`config.mk`:
```
export PLATFORM = sky130hd
export DESIGN_NAME = triangle_scanline_span_generator
export DESIGN_NICKNAME = d
export VERILOG_FILES = /design/src/hdl/tsg_pkg.sv /design/src/hdl/tsg_sort.sv /design/src/hdl/tsg_edge.sv /design/src/hdl/triangle_scanline_span_generator.sv
export SDC_FILE = /design/constraint.sdc
export NUM_CORES = 2
export LEC_CHECK = 0
export ABC_CLOCK_PERIOD_IN_PS = 7600
export BUFFER_PORTS_ARGS = -buffer_cell sky130_fd_sc_hd__buf_2
export CORE_UTILIZATION = 64
export DETAILED_ROUTE_END_ITERATION = 6
export HOLD_SLACK_MARGIN = 0.08
export PLACE_DENSITY = 0.9
export REMOVE_ABC_BUFFERS = 1
export SYNTH_ARGS = -nofsm -noshare
export SYNTH_HDL_FRONTEND = slang
export SYNTH_SLANG_ARGS = --single-unit
```
`constraint.sdc`:
```
create_clock -name clk -period 7.6 [get_ports clk]
set_clock_uncertainty 0.05 [all_clocks]
set_input_delay 0.38 -clock clk [delete_from_list [all_inputs] [get_ports clk]]
set_output_delay 0.38 -clock clk [all_outputs]
set_load 0.02 [all_outputs]
```
`src/hdl/tsg_pkg.sv`:
```
`default_nettype none
package tsg_pkg;

  // Default width of every coordinate field.
  localparam int COORD_BITS_DEF = 16;

  // Codes carried in the input tuser bit.
  localparam logic OP_LOAD    = 1'b0;
  localparam logic OP_ADVANCE = 1'b1;

endpackage
`default_nettype wire

```
`src/hdl/tsg_sort.sv`:
```
`default_nettype none
module tsg_sort #(
  parameter int W = tsg_pkg::COORD_BITS_DEF
) (
  input  logic signed [W-1:0] a_x_i,
  input  logic signed [W-1:0] a_y_i,
  input  logic signed [W-1:0] b_x_i,
  input  logic signed [W-1:0] b_y_i,
  input  logic signed [W-1:0] c_x_i,
  input  logic signed [W-1:0] c_y_i,
  output logic signed [W-1:0] top_x_o,
  output logic signed [W-1:0] top_y_o,
  output logic signed [W-1:0] mid_x_o,
  output logic signed [W-1:0] mid_y_o,
  output logic signed [W-1:0] bot_x_o,
  output logic signed [W-1:0] bot_y_o
);
  import tsg_pkg::*;

  logic signed [W-1:0] b1_x, b1_y, c1_x, c1_y;
  logic signed [W-1:0] a2_x, a2_y, b2_x, b2_y;

  // Three compare-exchange steps on y; equal keys keep their order.
  always_comb begin
    if (b_y_i > c_y_i) begin
      b1_x = c_x_i; b1_y = c_y_i; c1_x = b_x_i; c1_y = b_y_i;
    end else begin
      b1_x = b_x_i; b1_y = b_y_i; c1_x = c_x_i; c1_y = c_y_i;
    end
    if (a_y_i > b1_y) begin
      a2_x = b1_x; a2_y = b1_y; b2_x = a_x_i; b2_y = a_y_i;
    end else begin
      a2_x = a_x_i; a2_y = a_y_i; b2_x = b1_x; b2_y = b1_y;
    end
    top_x_o = a2_x;
    top_y_o = a2_y;
    if (b2_y > c1_y) begin
      mid_x_o = c1_x; mid_y_o = c1_y; bot_x_o = b2_x; bot_y_o = b2_y;
    end else begin
      mid_x_o = b2_x; mid_y_o = b2_y; bot_x_o = c1_x; bot_y_o = c1_y;
    end
  end

endmodule
`default_nettype wire

```
`src/hdl/tsg_edge.sv`:
```
`default_nettype none
module tsg_edge #(
  parameter int W = tsg_pkg::COORD_BITS_DEF
) (
  input  logic                clk,
  input  logic                rst_n,
  input  logic                start_i,
  input  logic signed [W-1:0] far_x_i,
  input  logic signed [W-1:0] far_y_i,
  input  logic signed [W-1:0] near_x_i,
  input  logic signed [W-1:0] near_y_i,
  input  logic signed [W-1:0] row_i,
  output logic                done_o,
  output logic signed [W-1:0] x_o
);
  import tsg_pkg::*;

  localparam int CW = $clog2(W + 1);

  typedef enum logic [4:0] {
    E_IDLE = 5'b00001,
    E_MUL  = 5'b00010,
    E_PREP = 5'b00100,
    E_DIV  = 5'b01000,
    E_FIX  = 5'b10000
  } edge_state_t;

  edge_state_t st_r, st_nxt;

  logic signed [W:0]     dr_r, dx_r, dy_r;
  logic signed [W-1:0]   fx_r;
  logic signed [2*W+1:0] prod_r;
  logic [W-1:0]          dmag_r;
  logic                  neg_r;
  logic [W-1:0]          rem_r;
  logic [W-1:0]          quo_r;
  logic [CW-1:0]         cnt_r;

  logic signed [2*W+1:0] pmag;
  logic [W:0]            rem_sh;
  logic [W:0]            diff;
  logic                  ge;
  logic [W+1:0]          qs;
  logic [W+1:0]          sum;

  // Sequencer: multiply, take magnitudes, one quotient bit a cycle, fix sign.
  // A start in the finishing cycle launches the next edge right away.
  always_comb begin
    st_nxt = st_r;
    unique case (st_r)
      E_IDLE: if (start_i) st_nxt = E_MUL;
      E_MUL:  st_nxt = E_PREP;
      E_PREP: st_nxt = E_DIV;
      E_DIV:  if (cnt_r == CW'(1)) st_nxt = E_FIX;
      E_FIX:  st_nxt = start_i ? E_MUL : E_IDLE;
      default: st_nxt = E_IDLE;
    endcase
  end

  always_ff @(posedge clk) begin
    if (!rst_n) begin
      st_r <= E_IDLE;
    end else begin
      st_r <= st_nxt;
    end
  end

  // Restoring divide step on the magnitudes.
  always_comb begin
    pmag   = prod_r[2*W+1] ? -prod_r : prod_r;
    rem_sh = {rem_r, quo_r[W-1]};
    ge     = rem_sh >= {1'b0, dmag_r};
    diff   = rem_sh - {1'b0, dmag_r};
  end

  // Datapath registers. Operands are taken while idle and while finishing.
  always_ff @(posedge clk) begin
    case (st_r) inside
      E_IDLE, E_FIX: begin
        dr_r <= (W+1)'(row_i) - (W+1)'(far_y_i);
        dx_r <= (W+1)'(near_x_i) - (W+1)'(far_x_i);
        dy_r <= (W+1)'(near_y_i) - (W+1)'(far_y_i);
        fx_r <= far_x_i;
      end
      E_MUL: begin
        prod_r <= dr_r * dx_r;
        dmag_r <= dy_r[W] ? W'(-dy_r) : dy_r[W-1:0];
        neg_r  <= dy_r[W];
      end
      E_PREP: begin
        neg_r <= neg_r ^ prod_r[2*W+1];
        rem_r <= pmag[2*W-1:W];
        quo_r <= pmag[W-1:0];
        cnt_r <= CW'(W);
      end
      E_DIV: begin
        rem_r <= ge ? diff[W-1:0] : rem_sh[W-1:0];
        quo_r <= {quo_r[W-2:0], ge};
        cnt_r <= cnt_r - CW'(1);
      end
      default: ;
    endcase
  end

  // Quotient truncates toward zero, then the far vertex x is added.
  always_comb begin
    qs     = {2'b00, quo_r};
    sum    = (W+2)'(fx_r) + (neg_r ? -qs : qs);
    done_o = (st_r == E_FIX);
    x_o    = sum[W-1:0];
  end

endmodule
`default_nettype wire

```
`src/hdl/triangle_scanline_span_generator.sv`:
```
// Load beat and advance beat with no triangle: accepted, no output beat.
// Sloped span: the single shared edge divider is run twice, one quotient bit per cycle,
// before the output beat; the next beat is accepted once the span has moved to the
// output register. Flat rows skip the divider; in_tready is low while a span is being
// worked on or waits for a full output register. Reset (sync, active low) zeroes
// vertices, row, active.
`default_nettype none
module triangle_scanline_span_generator #(
  parameter int COORD_BITS = tsg_pkg::COORD_BITS_DEF
) (
  input  logic clk,
  input  logic rst_n,
  input  logic in_tvalid,
  output logic in_tready,
  // first_x, first_y, second_x, second_y, third_x, third_y
  input  logic [((6*COORD_BITS+7)/8)*8-1:0] in_tdata,
  // operation
  input  logic [0:0] in_tuser,
  output logic out_tvalid,
  input  logic out_tready,
  // row, left_x, right_x
  output logic [((3*COORD_BITS+7)/8)*8-1:0] out_tdata,
  output logic out_tlast
);
  import tsg_pkg::*;

  localparam int W     = COORD_BITS;
  localparam int OUT_W = ((3*COORD_BITS+7)/8)*8;

  typedef enum logic [3:0] {
    S_IDLE  = 4'b0001,
    S_EDGE1 = 4'b0010,
    S_EDGE2 = 4'b0100,
    S_EMIT  = 4'b1000
  } span_state_t;

  span_state_t st_r, st_nxt;

  logic signed [W-1:0] top_x_r, top_y_r, mid_x_r, mid_y_r, bot_x_r, bot_y_r;
  logic signed [W-1:0] row_r;
  logic                active_r;
  logic signed [W-1:0] xs_r, xe_r;
  logic                out_valid_r;
  logic signed [W-1:0] out_row_r, out_left_r, out_right_r;
  logic                out_last_r;

  logic signed [W-1:0] s_top_x, s_top_y, s_mid_x, s_mid_y, s_bot_x, s_bot_y;
  logic signed [W-1:0] min_ab, max_ab, min3, max3;
  logic signed [W-1:0] e_far_x, e_far_y, e_near_x, e_near_y, e_x;
  logic                e_start, e_done;
  logic                in_go, load_go, adv_go;
  logic                flat_all, upper, flat_top, slot_free, last_row;

  // Vertex sort for a load beat.
  tsg_sort #(.W(W)) u_sort (
    .a_x_i   ($signed(in_tdata[0*W +: W])),
    .a_y_i   ($signed(in_tdata[1*W +: W])),
    .b_x_i   ($signed(in_tdata[2*W +: W])),
    .b_y_i   ($signed(in_tdata[3*W +: W])),
    .c_x_i   ($signed(in_tdata[4*W +: W])),
    .c_y_i   ($signed(in_tdata[5*W +: W])),
    .top_x_o (s_top_x),
    .top_y_o (s_top_y),
    .mid_x_o (s_mid_x),
    .mid_y_o (s_mid_y),
    .bot_x_o (s_bot_x),
    .bot_y_o (s_bot_y)
  );

  // Beat decode and span classification.
  always_comb begin
    in_tready = (st_r == S_IDLE);
    in_go     = in_tvalid && in_tready;
    load_go   = in_go && (in_tuser[0] == OP_LOAD);
    adv_go    = in_go && (in_tuser[0] == OP_ADVANCE) && active_r;
    flat_all  = (top_y_r == bot_y_r);
    upper     = (row_r <= mid_y_r);
    flat_top  = upper && (top_y_r == mid_y_r);
    slot_free = !out_valid_r || out_tready;
    last_row  = (row_r >= bot_y_r);
    min_ab    = (top_x_r < mid_x_r) ? top_x_r : mid_x_r;
    max_ab    = (top_x_r > mid_x_r) ? top_x_r : mid_x_r;
    min3      = (bot_x_r < min_ab) ? bot_x_r : min_ab;
    max3      = (bot_x_r > max_ab) ? bot_x_r : max_ab;
  end

  // Edge operands: the short edge first, then the long top-to-bottom edge.
  always_comb begin
    e_start = (st_r == S_IDLE && adv_go && !flat_all && !flat_top) ||
              (st_r == S_EDGE1 && e_done);
    if (st_r == S_IDLE) begin
      if (upper) begin
        e_far_x = mid_x_r; e_far_y = mid_y_r; e_near_x = top_x_r; e_near_y = top_y_r;
      end else begin
        e_far_x = bot_x_r; e_far_y = bot_y_r; e_near_x = mid_x_r; e_near_y = mid_y_r;
      end
    end else begin
      e_far_x = bot_x_r; e_far_y = bot_y_r; e_near_x = top_x_r; e_near_y = top_y_r;
    end
  end

  tsg_edge #(.W(W)) u_edge (
    .clk      (clk),
    .rst_n    (rst_n),
    .start_i  (e_start),
    .far_x_i  (e_far_x),
    .far_y_i  (e_far_y),
    .near_x_i (e_near_x),
    .near_y_i (e_near_y),
    .row_i    (row_r),
    .done_o   (e_done),
    .x_o      (e_x)
  );

  // Span sequencer.
  always_comb begin
    st_nxt = st_r;
    unique case (st_r)
      S_IDLE: begin
        if (adv_go) st_nxt = (flat_all || flat_top) ? S_EMIT : S_EDGE1;
      end
      S_EDGE1: if (e_done) st_nxt = S_EDGE2;
      S_EDGE2: if (e_done) st_nxt = S_EMIT;
      S_EMIT:  if (slot_free) st_nxt = S_IDLE;
      default: st_nxt = S_IDLE;
    endcase
  end

  // Control state and triangle registers.
  always_ff @(posedge clk) begin
    if (!rst_n) begin
      st_r        <= S_IDLE;
      active_r    <= 1'b0;
      out_valid_r <= 1'b0;
      top_x_r     <= '0;
      top_y_r     <= '0;
      mid_x_r     <= '0;
      mid_y_r     <= '0;
      bot_x_r     <= '0;
      bot_y_r     <= '0;
      row_r       <= '0;
    end else begin
      st_r <= st_nxt;
      if (load_go) begin
        top_x_r  <= s_top_x;
        top_y_r  <= s_top_y;
        mid_x_r  <= s_mid_x;
        mid_y_r  <= s_mid_y;
        bot_x_r  <= s_bot_x;
        bot_y_r  <= s_bot_y;
        row_r    <= s_top_y;
        active_r <= 1'b1;
      end
      if (st_r == S_EMIT && slot_free) begin
        out_valid_r <= 1'b1;
        if (last_row) begin
          active_r <= 1'b0;
        end else begin
          row_r <= row_r + W'(1);
        end
      end else if (out_tready) begin
        out_valid_r <= 1'b0;
      end
    end
  end

  // Span end points and the output register.
  always_ff @(posedge clk) begin
    if (st_r == S_IDLE && adv_go) begin
      if (flat_all) begin
        xs_r <= min3;
        xe_r <= max3;
      end else begin
        xs_r <= top_x_r;
        xe_r <= mid_x_r;
      end
    end
    if (st_r == S_EDGE1 && e_done) xs_r <= e_x;
    if (st_r == S_EDGE2 && e_done) xe_r <= e_x;
    if (st_r == S_EMIT && slot_free) begin
      out_row_r   <= row_r;
      out_left_r  <= (xs_r > xe_r) ? xe_r : xs_r;
      out_right_r <= (xs_r > xe_r) ? xs_r : xe_r;
      out_last_r  <= last_row;
    end
  end

  assign out_tvalid = out_valid_r;
  assign out_tlast  = out_last_r;
  assign out_tdata  = OUT_W'({out_right_r, out_left_r, out_row_r});

  // A delivered span is ordered.
  assert property (@(posedge clk) disable iff (!rst_n)
    out_valid_r |-> (out_left_r <= out_right_r))
    else $error("span left end beyond right end");

  // A loaded triangle stays sorted by y.
  assert property (@(posedge clk) disable iff (!rst_n)
    active_r |-> (top_y_r <= mid_y_r && mid_y_r <= bot_y_r))
    else $error("vertices out of y order");

  // The row never walks past the triangle.
  assert property (@(posedge clk) disable iff (!rst_n)
    active_r |-> (row_r >= top_y_r && row_r <= bot_y_r))
    else $error("row outside triangle");

  // Span work only runs on a loaded triangle.
  assert property (@(posedge clk) disable iff (!rst_n)
    (st_r != S_IDLE) |-> active_r)
    else $error("span in progress with no triangle");

endmodule
`default_nettype wire
```
Yosys cells after proc, flatten, opt, wreduce, memory -nomap -nowiden
Index checks and enable logic that the tools add are counted.

word-level totals
  word-level logic and storage cells = 160
  bits of input ports = 101
  output and inout port bits = 51
  bits in registers = 359

operators by class
  add/subtract/negate cells = 10
  order comparisons = 11
  bitwise logic cells = 4
  multipliers = 1
  mux-type cells = 61
  equal/unequal tests = 18
  reductions and logical operators = 28

operators by type and width
  operator                                              number
  2-to-1 mux 16 bit                                     42
  greater-than comparator 16 bit                        6
  subtractor 16 x 16 -> 17 bit                          3
  multiplier 17 x 17 -> 34 bit                          1
  equality test 16 bit                                  2
  < comparator 16 bit                                   2
  2-to-1 mux 32 bit                                     1
  negation 16 bit                                       2
  negation 32 bit                                       1
  one-hot mux 5 bit (5 select lines)                    1
  2-to-1 mux 4 bit                                      5
  greater-or-equal comparator 17 x 16 -> 1 bit          1
  adder 16 bit                                          1
  adder 16 x 2 -> 16 bit (second input constant)        1
  greater-or-equal comparator 16 bit                    1
  less-or-equal comparator 16 bit                       1
  one-hot mux 4 bit (4 select lines)                    1
  subtractor 16 bit                                     1
  2-to-1 mux 5 bit                                      3
  logical AND 1 bit                                     11
  equality test 5 x 1 -> 1 bit (second input constant)  2
  nonzero test 2 bit                                    5
  2-to-1 mux 1 bit                                      7
  != test 2 x 1 -> 1 bit (second input constant)        3
  19 further kinds                                      29

Longest topological paths before layout
  word-level depth = 10
  depth in mapped cells = 36
  mapped depth without buffers = 32

Hierarchy
From an unflattened synthesis, not the netlist that was laid out.

second synthesis, totals
  cells, all modules = 4333
  area total of the unflattened synthesis = 37880.1 um2

by module, submodules not included
  module                            cells each  area each (um2)  times used  seq. area each (um2)
  tsg_edge                          2148        20960.1          1           4724.5
  triangle_scanline_span_generator  1457        12604.6          1           4794.6
  tsg_sort                          728         4315.4           1           0.0

Worst setup path before layout
No wires, ideal clock.

  kind = input port to flip-flop
  start = in in_tdata[94]
  end = reg mid_y_r[8]
  buffers on the path = 4
  cell stages on the path = 32
  setup slack = 663 ps
  data required time = 7418 ps
  library setup time = 132 ps
  arrival time = 6756 ps
  cell sequence = inv_1 > ha_1 > nand4_1 > or4_1 > a21o_1 > and4_1 > nor2_1 > clkbuf_1 > buf_1 > a21o_1 > inv_1 > ha_1 > nand4_1 > nor3_1 > o2111ai_1 > o21a_1 > nor2_4 > buf_4 > mux2i_1 > inv_1 > ha_1 > nor2b_1 > o21a_1 > o21ai_0 > nand2b_1 > a21oi_1 > nor2_1 > nor4_1 > mux2_2 > nand3_1 > clkbuf_1 > o21ai_0

on the way
  cells in the longest elaborated chain, start to end = 6
  elaborated cells on any way between the ends = 7
  classes of those cells = 3 x order compare; 4 x mux

RTL lines
  item                            RTL line                                 source
  start: declaration              triangle_scanline_span_generator.sv:16   input logic [((6*COORD_BITS+7)/8)*8-1:0] in_tdata,
  greater-than comparator 16 bit  tsg_sort.sv:25                           if (b_y_i > c_y_i) begin
  2-to-1 mux 16 bit               tsg_sort.sv:25
  greater-than comparator 16 bit  tsg_sort.sv:30                           if (a_y_i > b1_y) begin
  2-to-1 mux 16 bit               tsg_sort.sv:30
  greater-than comparator 16 bit  tsg_sort.sv:37                           if (b2_y > c1_y) begin
  2-to-1 mux 16 bit (*)           tsg_sort.sv:37
  end signal: assignment          triangle_scanline_span_generator.sv:148  mid_y_r <= s_mid_y;
  end: declaration                triangle_scanline_span_generator.sv:39   logic signed [W-1:0] top_x_r, top_y_r, mid_x_r, mid_y_r, bot_x_r, bot_y_r;

Every way passes the cells marked *; elsewhere a longest branch is shown, timed or not.
A chain may end at the register's enable or synchronous reset.

Worst setup path in the final report
  start = reg u_edge.dr_r[6]
  end = reg u_edge.prod_r[33], data pin

on the way
  cells in the longest elaborated chain, start to end = 1

RTL lines
  item                          RTL line        source
  start: declaration            tsg_edge.sv:30  logic signed [W:0] dr_r, dx_r, dy_r;
  start signal: assignment      tsg_edge.sv:80  dr_r <= (W+1)'(row_i) - (W+1)'(far_y_i);
  multiplier 17 x 17 -> 34 bit  tsg_edge.sv:86  prod_r <= dr_r * dx_r;
  end signal: assignment        tsg_edge.sv:86
  end: declaration              tsg_edge.sv:32  logic signed [2*W+1:0] prod_r;

No other way between the ends.

==> results by group <==
Run status
  – Status: completed

Worst setup path
  – Flop2flop setup slack: 0.30 ns
  – Worst-path maximum fanout: 17
  – CP Buf/Inv Count: 3
  – Cell mode on critical path: fa_1
  – CP arrival: 7.56 ns
  – CP peak stage delay: 0.75 ns
  – Reg2reg start: u_edge.dr_r[6]
  – Crit path kind: flop to flop
  – Startpoint Class: flop
  – CP Data Required Time: 7.86 ns
  – CP Capture Type: flop
  – Critical Path Start: u_edge.dr_r[6]
  – Worst-path cell chain: nand2_1 > fa_1 > inv_1 > fa_1 > inv_1 > fa_1 > fa_1 > inv_1 > fa_1 > fa_1 > ha_1 > and2_1 > a221o_1 > a31o_2 > a2111oi_0 > o31ai_1 > o211ai_1 > nor3b_1 > o31a_1 > o31a_1 > nor2_1 > xnor2_1
  – CP top delay family: adder cells
  – Slowest cell on the critical path: edfxtp_1

STA
  – Post-route setup TNS: 0 ns
  – FMAX: around 140 MHz
  – Worst Max-Slew Pin Slew: 1.36 ns
  – Final min period: 7.30 ns
  – Pins Over Slew Limit: 0
  – Final Hold Viols: 0
  – Period utilization: 96.0%
  – RSZ-0062 raised after global routing: false
  – Worst slew margin: 9.16%
  – Final worst-path setup slack: 0.302 ns
  – Setup violations, final: 0

CTS
  – CTS tree: built
  – TritonCTS sink count: 358
  – Bufs on Longest Clock Path: 3
  – Cts repair resizes: 0
  – H-Tree Depth: 2
  – Skew-Pair Late Insertion Delay: around 0.61 ns
  – Clk slew on worst S/H paths: 0.08 ns
  – Clock Tree Root: clkbuf_16
  – Num CTS Buffers: 38

Placement
  – Routability cong.: 0.996
  – I/O Buffers: around 150
  – Dpl cells: between 4000 and 5000
  – DP Wirelength: 75400 microns
  – Dpl ws: 0.153 ns

Final layout
  – Area grow syn2layout: 8.27%
  – Fillers: roughly 3900
  – Ant diodes: 0
  – Core Util, Final: 70.2%
  – Final net count: 4649
  – Cell Count, Final, Fillers Out: 4714
  – Ratio of cells with drive above 1 in the final layout: 9.20%

Routing
  – # DRC: 0
  – Routed Antenna Nets: 0
  – DR iter-0 viols: a little under 4000
  – Via Count: 29813
  – Vias per cell: 6.32
  – DRT Pass-1 Iters: 6
  – Routed WL: slightly below 100000 microns
  – Post-DR wirelength/cell: about 21 microns

Synth
  – Top cells by area, synth: edfxtp_1, fa_1, ha_1
  – Mapped Avg Cell Area: between 9 and 10 sq um
  – Count of cell types in the netlist: 73
  – Mapped Area: approximately 0.036 sq mm
  – Number of flops mapped to enable cells by yosys: 235
  – Async set-reset flop share out of synthesis: 0%
  – Synth Flop Type: edfxtp_1
  – Sequential element share of the synthesized area: a little over a quarter
  – Synth Instances: 3846
  – Synth top area share: 19.8%
  – Synth area leader: edfxtp_1
  – Synth warnings: 0
  – Yosys reg bits: 358

Global routing
  – Total Routing Usage GR: 34.9%
  – Largest net degree at the start of global routing: 69
  – Initial antenna violation count: 1
  – Vias in the first global route: 29546
  – Global-route wire length before repair: 156000 microns
  – Gr ovfl total: 0

Die
  – Placeable Area: 0.0551 sq mm
  – Initial Util: between 60% and 70%
  – Die ar.: 0.0568 sq mm
  – Io pins: 152
  – Rows: 86
  – Die width: 238 microns
  – Die height: ~240 microns

Flow run
  – Max-Cap Viols: 0

Min path
  – Hold path start: in_tdata[8]
  – Worst hold path type: input port to flop
-- timing repair --
| action | 4_1_cts | 5_1_grt |
|---|---|---|
| setup endpoints to repair | 0 | 2 |
| hold buffers | 16 | 0 |
| buffers inserted | 0 | 3 |
| endpoints found under the hold margin | 16 | 0 |
-- logic make-up after synthesis --
family                     share of synthesized area (%)
AOI/OAI and AO/OA                                   14.2
DFF                                                 26.6
and+or+nand+nor                                     14.1
buffers and inverters                               6.99
muxes                                               5.66
xor gates and xnor gates                            4.58
adders and majority gates                           27.8
-- layout make-up --
cell class	instances	area, sq um	share of cell area (%)
inverter	488	1830	4.74
timing repair buffer	220	1330	3.43
tap	748	936	2.42
sequential	358	9520	24.6
multi-input combinational	2830	23800	61.4
clock buffer	50	1060	2.73
clock inverter	20	243	0.627
-- registers in the layout, indices dropped and copies added (netlist names), 5 cells and up --
register	flops
out_row_r	16
u_edge.dy_r	17
top_x_r	16
u_edge.rem_r	16
bot_y_r	16
u_edge.prod_r	33
mid_x_r	16
mid_y_r	16
xs_r	16
u_edge.dmag_r	16
u_edge.st_r	5
out_left_r	16
u_edge.dx_r	17
row_r	16
xe_r	16
top_y_r	16
u_edge.quo_r	16
u_edge.dr_r	17
out_right_r	16
u_edge.cnt_r	5
u_edge.fx_r	16
bot_x_r	16
-- metal layers --
layer	GRT usage [%]	vias up	wire length, microns
li1	-	13431	-
met1	46.2	14368	38600
met2	56.3	1708	45400
met3	6.95	304	10600
met4	13.9	2	4180
met5	0	-	11
-- layout by cell type, fill, tap and decap left out, types with 37 or more instances in the layout --
cell type,synthesis,layout
nand4_1,54,54
clkbuf_16,0,39
a21oi_1,228,228
mux2_2,56,56
dfxtp_1,123,123
xor2_1,49,49
edfxtp_1,235,235
o21ai_0,190,190
nor2b_1,38,38
buf_4,4,52
ha_1,311,311
nor3_1,43,43
xnor2_1,136,136
nand2_1,315,314
nand2b_1,54,54
a22oi_1,37,37
fa_1,301,301
inv_1,488,487
mux2i_1,139,138
o21a_1,51,50
nand3_1,58,56
a21o_1,53,53
nor2_1,226,223
and2_1,133,133
buf_2,9,151
-- worst reg2reg max path, stage by stage (launching register included) --
cell	delay, ns
edfxtp_1	0.75
nand2_1	0.17
fa_1	0.52
inv_1	0.05
fa_1	0.48
inv_1	0.06
fa_1	0.50
fa_1	0.55
inv_1	0.05
fa_1	0.49
fa_1	0.42
ha_1	0.34
and2_1	0.18
a221o_1	0.34
a31o_2	0.27
a2111oi_0	0.46
o31ai_1	0.16
o211ai_1	0.21
nor3b_1	0.15
o31a_1	0.32
o31a_1	0.28
nor2_1	0.13
xnor2_1	0.08
-- metrics by stage --
stage,hold WS [ns],cell area (sq um)
after global routing,0.119,38700
after CTS,0.0903,38700
after detailed placement,0.461,37200
final,0.0999,38700
after floorplan,0.392,35100
after global placement,0.447,37200
-- path summary, 6_finish.rpt --
kind                        to  cells after the start
max          u_edge.prod_r[33]                     22
min                 top_x_r[8]                      3
max reg2reg  u_edge.prod_r[33]                     22
min reg2reg         top_y_r[8]                      2
-- synth_stat cells, types with 53 or more instances --
| cell | n |
|---|---|
| inv_1 | 488 |
| nand2_1 | 315 |
| ha_1 | 311 |
| fa_1 | 301 |
| edfxtp_1 | 235 |
| a21oi_1 | 228 |
| nor2_1 | 226 |
| o21ai_0 | 190 |
| clkbuf_1 | 145 |
| mux2i_1 | 139 |
| xnor2_1 | 136 |
| and2_1 | 133 |
| dfxtp_1 | 123 |
| nand3_1 | 58 |
| mux2_2 | 56 |
| nand2b_1 | 54 |
| nand4_1 | 54 |
| a21o_1 | 53 |
Power is not shown: default switching activity piles up to over one toggle a cycle in this logic, so the estimate is an artifact.
